--- src/shash_pkg.sv ---
// SHA-256 stream hasher package: round constants, initial hash and round functions.
package shash_pkg;

  localparam int unsigned WordW   = 32;
  localparam int unsigned NumWords = 8;
  localparam int unsigned NumRounds = 64;
  localparam int unsigned BlockBytes = 64;
  localparam int unsigned LenW    = 64;
  localparam logic [7:0]  PadByte = 8'h80;

  localparam logic [WordW-1:0] RoundK [NumRounds] = '{
    32'h428a2f98, 32'h71374491, 32'hb5c0fbcf, 32'he9b5dba5,
    32'h3956c25b, 32'h59f111f1, 32'h923f82a4, 32'hab1c5ed5,
    32'hd807aa98, 32'h12835b01, 32'h243185be, 32'h550c7dc3,
    32'h72be5d74, 32'h80deb1fe, 32'h9bdc06a7, 32'hc19bf174,
    32'he49b69c1, 32'hefbe4786, 32'h0fc19dc6, 32'h240ca1cc,
    32'h2de92c6f, 32'h4a7484aa, 32'h5cb0a9dc, 32'h76f988da,
    32'h983e5152, 32'ha831c66d, 32'hb00327c8, 32'hbf597fc7,
    32'hc6e00bf3, 32'hd5a79147, 32'h06ca6351, 32'h14292967,
    32'h27b70a85, 32'h2e1b2138, 32'h4d2c6dfc, 32'h53380d13,
    32'h650a7354, 32'h766a0abb, 32'h81c2c92e, 32'h92722c85,
    32'ha2bfe8a1, 32'ha81a664b, 32'hc24b8b70, 32'hc76c51a3,
    32'hd192e819, 32'hd6990624, 32'hf40e3585, 32'h106aa070,
    32'h19a4c116, 32'h1e376c08, 32'h2748774c, 32'h34b0bcb5,
    32'h391c0cb3, 32'h4ed8aa4a, 32'h5b9cca4f, 32'h682e6ff3,
    32'h748f82ee, 32'h78a5636f, 32'h84c87814, 32'h8cc70208,
    32'h90befffa, 32'ha4506ceb, 32'hbef9a3f7, 32'hc67178f2
  };

  localparam logic [WordW-1:0] InitHash [NumWords] = '{
    32'h6a09e667, 32'hbb67ae85, 32'h3c6ef372, 32'ha54ff53a,
    32'h510e527f, 32'h9b05688c, 32'h1f83d9ab, 32'h5be0cd19
  };

  function automatic logic [WordW-1:0] rotr(input logic [WordW-1:0] x, input int unsigned n);
    rotr = (x >> n) | (x << (WordW - n));
  endfunction

  function automatic logic [WordW-1:0] big_sigma0(input logic [WordW-1:0] x);
    big_sigma0 = rotr(x, 2) ^ rotr(x, 13) ^ rotr(x, 22);
  endfunction

  function automatic logic [WordW-1:0] big_sigma1(input logic [WordW-1:0] x);
    big_sigma1 = rotr(x, 6) ^ rotr(x, 11) ^ rotr(x, 25);
  endfunction

  function automatic logic [WordW-1:0] small_sigma0(input logic [WordW-1:0] x);
    small_sigma0 = rotr(x, 7) ^ rotr(x, 18) ^ (x >> 3);
  endfunction

  function automatic logic [WordW-1:0] small_sigma1(input logic [WordW-1:0] x);
    small_sigma1 = rotr(x, 17) ^ rotr(x, 19) ^ (x >> 10);
  endfunction

endpackage

--- src/sha256_stream_hasher_unit.sv ---
// SHA-256 stream hasher top level: byte gathering, padding, iterative round engine, digest out.
// Each data byte is taken while idle; each full block then runs the rounds and a chaining add
// on the single shared round unit.
// End of message: padding, one or two compressions, then the eight digest words;
// in_stall_o is high throughout.
// The input stalls while a block is compressed, so no new message byte is taken until it is done.
// Reset (async, active low) loads the initial hash, clears the fill count and length.
module sha256_stream_hasher_unit (
  input  logic        clk_i,
  input  logic        rst_ni,
  input  logic        in_valid_i,
  output logic        in_stall_o,
  input  logic [7:0]  data_byte_i,
  input  logic        byte_present_i,
  input  logic        end_of_message_i,
  output logic        out_valid_o,
  input  logic        out_stall_i,
  output logic [31:0] digest_word_o,
  output logic [2:0]  word_index_o,
  output logic        last_word_o
);
  import shash_pkg::*;

  localparam int unsigned BlockW = BlockBytes * 8;

  typedef enum logic [2:0] {
    ST_IDLE,
    ST_PAD,
    ST_ROUND,
    ST_FINAL,
    ST_OUT
  } state_e;

  state_e            state_q, state_d;
  logic [5:0]        rnd_q, rnd_d;
  logic [5:0]        fill_q, fill_d;
  logic [LenW-1:0]   len_q, len_d;
  logic              end_q, end_d;
  logic              pad_q, pad_d;
  logic              first_q, first_d;
  logic              lenph_q, lenph_d;
  logic [2:0]        idx_q, idx_d;
  logic [WordW-1:0]  chain_q [NumWords];
  logic [WordW-1:0]  chain_d [NumWords];

  logic [BlockW-1:0] blk_q;
  logic [WordW-1:0]  v_q [NumWords];

  logic              byte_shift;
  logic [7:0]        shift_byte;
  logic              v_load;
  logic              v_round;

  logic [LenW-1:0]   len_bits;
  logic [LenW-1:0]   len_shift;
  logic [7:0]        pad_byte;

  logic [WordW-1:0]  w0, w1, w9, w14, w_new;
  logic [WordW-1:0]  t1, t2;

  assign len_bits  = {len_q[LenW-4:0], 3'b000};
  assign len_shift = len_bits >> {3'(3'd7 - fill_q[2:0]), 3'b000};

  always_comb begin
    if (first_q) begin
      pad_byte = PadByte;
    end else if (lenph_q && (fill_q[5:3] == 3'b111)) begin
      pad_byte = len_shift[7:0];
    end else begin
      pad_byte = 8'h00;
    end
  end

  // message schedule taps on the block shift line
  assign w0    = blk_q[BlockW-1 -: WordW];
  assign w1    = blk_q[BlockW-1-WordW -: WordW];
  assign w9    = blk_q[BlockW-1-9*WordW -: WordW];
  assign w14   = blk_q[BlockW-1-14*WordW -: WordW];
  assign w_new = w0 + small_sigma0(w1) + w9 + small_sigma1(w14);

  assign t1 = v_q[7] + big_sigma1(v_q[4]) + ((v_q[4] & v_q[5]) ^ (~v_q[4] & v_q[6]))
            + RoundK[rnd_q] + w0;
  assign t2 = big_sigma0(v_q[0])
            + ((v_q[0] & v_q[1]) ^ (v_q[0] & v_q[2]) ^ (v_q[1] & v_q[2]));

  always_comb begin
    state_d    = state_q;
    rnd_d      = rnd_q;
    fill_d     = fill_q;
    len_d      = len_q;
    end_d      = end_q;
    pad_d      = pad_q;
    first_d    = first_q;
    lenph_d    = lenph_q;
    idx_d      = idx_q;
    chain_d    = chain_q;
    byte_shift = 1'b0;
    shift_byte = data_byte_i;
    v_load     = 1'b0;
    v_round    = 1'b0;

    case (state_q)
      ST_IDLE: begin
        if (in_valid_i) begin
          end_d = end_of_message_i;
          pad_d = 1'b0;
          if (byte_present_i) begin
            byte_shift = 1'b1;
            fill_d     = fill_q + 6'd1;
            len_d      = len_q + 64'd1;
          end
          if (byte_present_i && (fill_q == 6'd63)) begin
            state_d = ST_ROUND;
            rnd_d   = '0;
            v_load  = 1'b1;
          end else if (end_of_message_i) begin
            state_d = ST_PAD;
            pad_d   = 1'b1;
            first_d = 1'b1;
          end
        end
      end
      ST_PAD: begin
        byte_shift = 1'b1;
        shift_byte = pad_byte;
        fill_d     = fill_q + 6'd1;
        first_d    = 1'b0;
        if (first_q) begin
          lenph_d = (fill_q[5:3] != 3'b111);
        end
        if (fill_q == 6'd63) begin
          state_d = ST_ROUND;
          rnd_d   = '0;
          v_load  = 1'b1;
        end
      end
      ST_ROUND: begin
        v_round = 1'b1;
        rnd_d   = rnd_q + 6'd1;
        if (rnd_q == 6'd63) begin
          state_d = ST_FINAL;
        end
      end
      ST_FINAL: begin
        for (int i = 0; i < NumWords; i++) begin
          chain_d[i] = chain_q[i] + v_q[i];
        end
        if (!end_q) begin
          state_d = ST_IDLE;
        end else if (!pad_q) begin
          state_d = ST_PAD;
          pad_d   = 1'b1;
          first_d = 1'b1;
        end else if (!lenph_q) begin
          state_d = ST_PAD;
          lenph_d = 1'b1;
        end else begin
          state_d = ST_OUT;
          idx_d   = '0;
        end
      end
      ST_OUT: begin
        if (!out_stall_i) begin
          idx_d = idx_q + 3'd1;
          if (idx_q == 3'd7) begin
            state_d = ST_IDLE;
            chain_d = InitHash;
            len_d   = '0;
            fill_d  = '0;
            end_d   = 1'b0;
            pad_d   = 1'b0;
          end
        end
      end
      default: begin
        state_d = ST_IDLE;
      end
    endcase
  end

  always_ff @(posedge clk_i or negedge rst_ni) begin
    if (!rst_ni) begin
      state_q <= ST_IDLE;
      rnd_q   <= '0;
      fill_q  <= '0;
      len_q   <= '0;
      end_q   <= 1'b0;
      pad_q   <= 1'b0;
      first_q <= 1'b0;
      lenph_q <= 1'b0;
      idx_q   <= '0;
      chain_q <= InitHash;
    end else begin
      state_q <= state_d;
      rnd_q   <= rnd_d;
      fill_q  <= fill_d;
      len_q   <= len_d;
      end_q   <= end_d;
      pad_q   <= pad_d;
      first_q <= first_d;
      lenph_q <= lenph_d;
      idx_q   <= idx_d;
      chain_q <= chain_d;
    end
  end

  // block shift line and working variables
  always_ff @(posedge clk_i) begin
    if (byte_shift) begin
      blk_q <= {blk_q[BlockW-9:0], shift_byte};
    end else if (v_round) begin
      blk_q <= {blk_q[BlockW-WordW-1:0], w_new};
    end
    if (v_load) begin
      v_q <= chain_q;
    end else if (v_round) begin
      v_q[7] <= v_q[6];
      v_q[6] <= v_q[5];
      v_q[5] <= v_q[4];
      v_q[4] <= v_q[3] + t1;
      v_q[3] <= v_q[2];
      v_q[2] <= v_q[1];
      v_q[1] <= v_q[0];
      v_q[0] <= t1 + t2;
    end
  end

  assign in_stall_o    = (state_q != ST_IDLE);
  assign out_valid_o   = (state_q == ST_OUT);
  assign digest_word_o = chain_q[idx_q];
  assign word_index_o  = idx_q;
  assign last_word_o   = (idx_q == 3'd7);

endmodule

--- config.mk ---
export PLATFORM = sky130hd
export DESIGN_NAME = sha256_stream_hasher_unit
export DESIGN_NICKNAME = d
export VERILOG_FILES = /design/src/shash_pkg.sv /design/src/sha256_stream_hasher_unit.sv
export SDC_FILE = /design/constraint.sdc
export NUM_CORES = 2
export LEC_CHECK = 0
export ABC_CLOCK_PERIOD_IN_PS = 28700
export BUFFER_PORTS_ARGS = -buffer_cell sky130_fd_sc_hd__buf_2
export CAP_MARGIN = 20
export CORE_MARGIN = 1
export CORE_UTILIZATION = 68
export DETAILED_ROUTE_END_ITERATION = 10
export PLACE_DENSITY = 0.94
export SYNTH_ARGS = -nofsm -noshare
export SYNTH_HDL_FRONTEND = slang
export SYNTH_SLANG_ARGS = --single-unit
--- constraint.sdc ---
create_clock -name clk_i -period 28.7 [get_ports clk_i]
set_input_delay 1.435 -clock clk_i [delete_from_list [all_inputs] [get_ports clk_i]]
set_output_delay 1.435 -clock clk_i [all_outputs]
set_load 0.02 [all_outputs]
# Word-level counts from Yosys, hierarchy flattened
# Memory sizes are Yosys's and may differ from the RTL's.
# Index checks and enable logic that the tools add are counted.
[op_classes] n_addsub=23 n_lt_le_gt_ge=2 n_eq_ne=24 shift=1 muxes=72 n_bitwise=29 reduce_logical=23
[op_table] op="256-bit 2-to-1 mux" count=4
[op_table] op="512-bit 2-to-1 mux" count=2
[op_table] op="32-bit adder" count=18
[op_table] op="256-bit one-hot mux with 2 select lines" count=1
[op_table] op="32-bit XOR" count=9
[op_table] op="64-bit 2-to-1 mux" count=4
[op_table] op="32-bit AND" count=5
[op_table] op="32-bit 2-to-1 mux" count=4
[op_table] op="64-bit one-hot mux with 2 select lines" count=1
[op_table] op="32-bit binary-select mux with 3-bit select" count=1
[op_table] op="64-bit by 1-bit adder with 64-bit output, second input constant" count=1
[op_table] op="64-bit by 6-bit right shift with 8-bit output" count=1
[op_table] op="3-bit 2-to-1 mux" count=14
[op_table] op="6-bit 2-to-1 mux" count=7
[op_table] op="6-bit one-hot mux with 3 select lines" count=2
[op_table] op="32-bit NOT" count=1
[op_table] op="10-bit by 32-bit bitwise OR with 32-bit output" count=1
[op_table] op="13-bit by 32-bit bitwise OR with 32-bit output" count=1
[op_table] op="14-bit by 32-bit bitwise OR with 32-bit output" count=1
[op_table] op="15-bit by 32-bit bitwise OR with 32-bit output" count=1
[op_table] op="19-bit by 32-bit bitwise OR with 32-bit output" count=1
[op_table] op="21-bit by 32-bit bitwise OR with 32-bit output" count=1
[op_table] op="25-bit by 32-bit bitwise OR with 32-bit output" count=1
[op_table] op="26-bit by 32-bit bitwise OR with 32-bit output" count=1
[op_table] op="32 further kinds" count=91
[word_totals] regBits=1110 romBits=2048 out_inout_bits=38 word_cells=201 memories=1
[memory_table] name="(name not given)" depth=64 word_bits=32 read_ports=1 rd_ports_with_merged_regs=0 wr=0 line_no="sha256_stream_hasher_unit.sv:82" text="+ RoundK[rnd_q] + w0;"

# Longest topological paths before layout
[depth] word_depth=10 ltp_mapped=38 ltp_nobuf=36

# Least setup slack after synthesis
# No wires, ideal clock.
[synth_timing] path_kind="in2reg" start="in in_valid_i" end="reg blk_q[0], enable pin" setup_time_ps=3630 arrival_time_ps=11060 t_required_ps=25070 path_slack_ps=14009 path_stages=7 n_path_buf=4 cell_sequence="clkbuf_1 -> a21oi_1 -> nand2b_1 -> clkbuf_1 -> clkbuf_1 -> clkbuf_1 -> nand2_1"
[synth_via] elab_chain_len=3
[synth_rtl] item="from (decl)" line_no="sha256_stream_hasher_unit.sv:11" text="input logic in_valid_i,"
[synth_rtl] item="1-bit 2-to-1 mux" line_no="sha256_stream_hasher_unit.sv:104" text="if (in_valid_i) begin"
[synth_rtl] item="1-bit one-hot mux with 2 select lines" line_no="sha256_stream_hasher_unit.sv:102" text="case (state_q)"
[synth_rtl] item="2-bit nonzero test (no line)"
[synth_rtl] item="to (signal assigned)" line_no="sha256_stream_hasher_unit.sv:210" text="blk_q <= {blk_q[BlockW-9:0], shift_byte};"
[synth_rtl] item="to (signal assigned)" line_no="sha256_stream_hasher_unit.sv:212" text="blk_q <= {blk_q[BlockW-WordW-1:0], w_new};"
[synth_rtl] item="to (decl)" line_no="sha256_stream_hasher_unit.sv:46" text="logic [BlockW-1:0] blk_q;"
# No other way between the ends.
# A chain may end at the register's enable or synchronous reset.

# Worst setup path after layout
[layout_timing] start="reg rnd_q[0]" end="reg v_q[254] (netlist name), data pin"
[layout_via] elab_chain_len=9
[layout_rtl] item="from (decl)" line_no="sha256_stream_hasher_unit.sv:35" text="logic [5:0] rnd_q, rnd_d;"
[layout_rtl] item="from (signal assigned)" line_no="sha256_stream_hasher_unit.sv:195" text="rnd_q <= rnd_d;"
[layout_rtl] item="6-bit NOT with 7-bit output (not written as such)" line_no="sha256_stream_hasher_unit.sv:82"
[layout_rtl] item="memory 64 x 32 bit"
[layout_rtl] item="32-bit 2-to-1 mux (not written as such) (2 in series)" line_no="sha256_stream_hasher_unit.sv:82"
[layout_rtl] item="32-bit adder (2 in series)" line_no="sha256_stream_hasher_unit.sv:82"
[layout_rtl] item="32-bit adder" line_no="sha256_stream_hasher_unit.sv:224" text="v_q[0] <= t1 + t2;"
[layout_rtl] item="256-bit 2-to-1 mux" line_no="sha256_stream_hasher_unit.sv:216" text="end else if (v_round) begin"
[layout_rtl] item="256-bit 2-to-1 mux" line_no="sha256_stream_hasher_unit.sv:214" text="if (v_load) begin"
[layout_rtl] item="to (signal assigned)" line_no="sha256_stream_hasher_unit.sv:215" text="v_q <= chain_q;"
[layout_rtl] item="to (decl)" line_no="sha256_stream_hasher_unit.sv:47" text="logic [WordW-1:0] v_q [NumWords];"
# No other way between the ends. The select of a mux whose other input is x is not followed.

==> impl_metrics.tcl <==
set metrics [dict create \
    crit_fanout 21 \
    fin_crit_ps 9690 \
    outcome "finished, violations left" \
    grt_max_degree 232 \
    grt_pass1_wl_um 375000 \
    cts_root_buf "clkbuf_16" \
    cts_tree "yes" \
    worst_path_max_delay_cell "ha_1" \
    port_buffers 51 \
    grt_pass1_vias 63566 \
    initial_core_util 0.688 \
    viasPerCell 6.64 \
    clock_path_buffers 3 \
    grt-ovfl-total 0 \
    clock.fmax_ghz 0.103 \
    path_class "reg -> reg" \
    gp_congestion 1.03 \
    hold_depth 1 \
    core_sq_um 111000 \
    fillers 7397 \
    vias 65072 \
    synth.distinct_cells 100 \
    core.rowCount 122 \
    synth-seq-cells 1107 \
    syn_area_sq_um 76500 \
    post_cts_buffers 0 \
    yosysSeqAreaShare 0.415 \
    ios 52 \
    cpPeakStageDelay_ps 810 \
    final.setup_skew_ps 79.7 \
    synth_warnings 0 \
    synth_cells 8435 \
    grtUsageTotal 0.436 \
    start_kind "flip-flop" \
    syn_area_per_cell_sq_um 9.07 \
    mostFrequentLayoutCell "nand2_1" \
    min_path_type "reg -> reg" \
    hold_buffers 0 \
    first_iter_violations 10027 \
    cp.required_ps 29160 \
    die_x_um 337 \
    dr.pass1.iters 11 \
    reg2reg_depth 35 \
    cp.arrival_ps 10150 \
    synth_edf_count 768 \
    clock-sinks 1107 \
    setup_viol 0 \
    fin_cells 9802 \
    hold_ws_ps 515 \
    htreeDepth 3 \
    dp.cells 9581 \
    setup_tns_ps 0 \
    max_slew_margin 0.200 \
    violations "design-rule violations" \
    route.detailed.drc 2 \
    nets 8821 \
    drive_above_1_share 0.0781 \
    dieArea_sq_um 114000 \
    slew_viol_final 0 \
    syn-num-nets 9045 \
    max-cap-violations 0 \
    antenna_found_initial 8 \
    async_flop_share 0.306 \
    cts-resized-gates 0 \
    dpl.hpwl_um 175000 \
    layout_common_cells "nand2_1 (2,262), edfxtp_1 (768), a21oi_1 (521)" \
    post_drt_wl_per_cell_um 25.3 \
    hold_violations 0 \
    period_share 0.338 \
    clk-insertion-delay-late_ps 810 \
    wirelength_um 248000 \
    drtAntennaViolNets 0 \
    worstMarginPinSlew_ps 1190 \
    clk_pin_slew_ps 60 \
    cp-end-kind "flip-flop" \
    die_y_um 337 \
    numCtsBuffers 116 \
    ys.flop_type "edfxtp_1" \
    syn2layout_area_growth_pct 6.45 \
    rsz0062_at_grt "false" \
]
-- metal layers --
layer  global-route usage  vias to the layer above  wire [um]
li1                     -                    28415          -
met1                0.550                    30825      87800
met2                0.672                     4688     111000
met3                0.105                     1132      29800
met4                0.287                       12      19700
met5                    0                        -         94
-- cell usage after synthesis (11+ instances only) --
cell	n	share of area
mux4_2	81	0.024
nand2b_1	59	0.0048
nand3_1	156	0.010
a21o_1	209	0.021
fa_1	197	0.052
dfrtp_1	203	0.066
xnor2_1	320	0.037
edfxtp_1	768	0.30
a31o_2	14	0.0016
a211oi_1	47	0.0046
xor2_1	294	0.034
o21ai_0	479	0.031
and3_1	43	0.0035
buf_1	36	0.0018
o311ai_0	11	0.0013
o21bai_1	48	0.0047
mux2i_1	19	0.0025
ha_1	399	0.065
o21ai_1	14	0.00092
a221oi_1	19	0.0022
a21boi_0	12	0.0012
nor2_1	427	0.021
clkbuf_1	420	0.021
o22ai_1	11	0.00090
inv_1	510	0.025
nand2_1	2266	0.11
and2_1	21	0.0017
or3_1	43	0.0035
nor3_1	114	0.0075
o21a_1	52	0.0051
o211ai_1	32	0.0031
a21oi_1	521	0.034
dfstp_2	136	0.047
nor2b_1	37	0.0030
a31oi_1	52	0.0043
nand4_1	39	0.0032
or2_2	17	0.0014
mux2_2	67	0.0099
o31ai_1	47	0.0046
-- layout make-up --
| type | count | area, sq um | area share |
|---|---|---|---|
| repair buffers | 119 | 838 | 0.0103 |
| diodes | 2 | 5.00 | 0.0000615 |
| inverters | 512 | 1930 | 0.0237 |
| flip-flops and latches | 1107 | 31700 | 0.390 |
| clock inverters | 63 | 719 | 0.00884 |
| well taps | 1488 | 1860 | 0.0229 |
| multi-input cells | 6355 | 41200 | 0.506 |
| clock buffers | 156 | 3160 | 0.0389 |
-- flip-flops by register name, indices dropped and copies added, names as in the netlist --
register and count:
lenph_q 1, v_q 256, rnd_q 6, state_q 3, blk_q 512, word_index_o 3
pad_q 1, first_q 1, len_q 61, fill_q 6, end_q 1, chain_q 256
-- worst paths after layout --
| path | startpoint | to | slack, ps |
|---|---|---|---|
| max | rnd_q[0]$_DFFE_PN0P_ | v_q[254]$_DFFE_PP_ | 19010 |
| min reg2reg | first_q$_DFFE_PN0P_ | first_q$_DFFE_PN0P_ | 510 |
| max reg2reg | rnd_q[0]$_DFFE_PN0P_ | v_q[254]$_DFFE_PP_ | 19010 |
| max in group asynchronous | rst_ni | word_index_o[0]$_DFFE_PN0P_ | 25700 |
| min | first_q$_DFFE_PN0P_ | first_q$_DFFE_PN0P_ | 510 |
| min in group asynchronous | rst_ni | chain_q[94]$_DFFE_PN0P_ | 680 |
-- stage by stage --
step / cell area (sq um) / setup slack [ps] / utilization
final: 81400 / 19010 / 0.733
after global routing: 81400 / 18620 / 0.733
after CTS: 81400 / 19210 / 0.733
after detailed placement: 77500 / 19280 / 0.698
after global placement: 77500 / 19230 / 0.698
after floorplan: 76500 / 14010 / -
-- worst max-delay path, delay by kind of cell (launching register included) --
| family | cells | cell delay (ps) |
|---|---|---|
| buffers and inverters | 5 | 760 |
| XOR/XNOR | 2 | 550 |
| adder cells (fa/ha/maj) | 6 | 2790 |
| flip-flops | 1 | 790 |
| AO/OA/AOI/OAI | 15 | 3060 |
| AND/OR/NAND/NOR | 7 | 1420 |
-- cells by family after synthesis --
logic type / after synthesis / share of synthesized area
simple gates: 3272 / 0.176
compound gates: 1702 / 0.137
flops: 1107 / 0.415
buf+inv: 973 / 0.0478
xor+xnor: 615 / 0.0706
fa+ha+maj: 599 / 0.117
mux: 167 / 0.0362
Power is not shown: default switching activity piles up to over one toggle a cycle in this logic, so the estimate is an artifact.
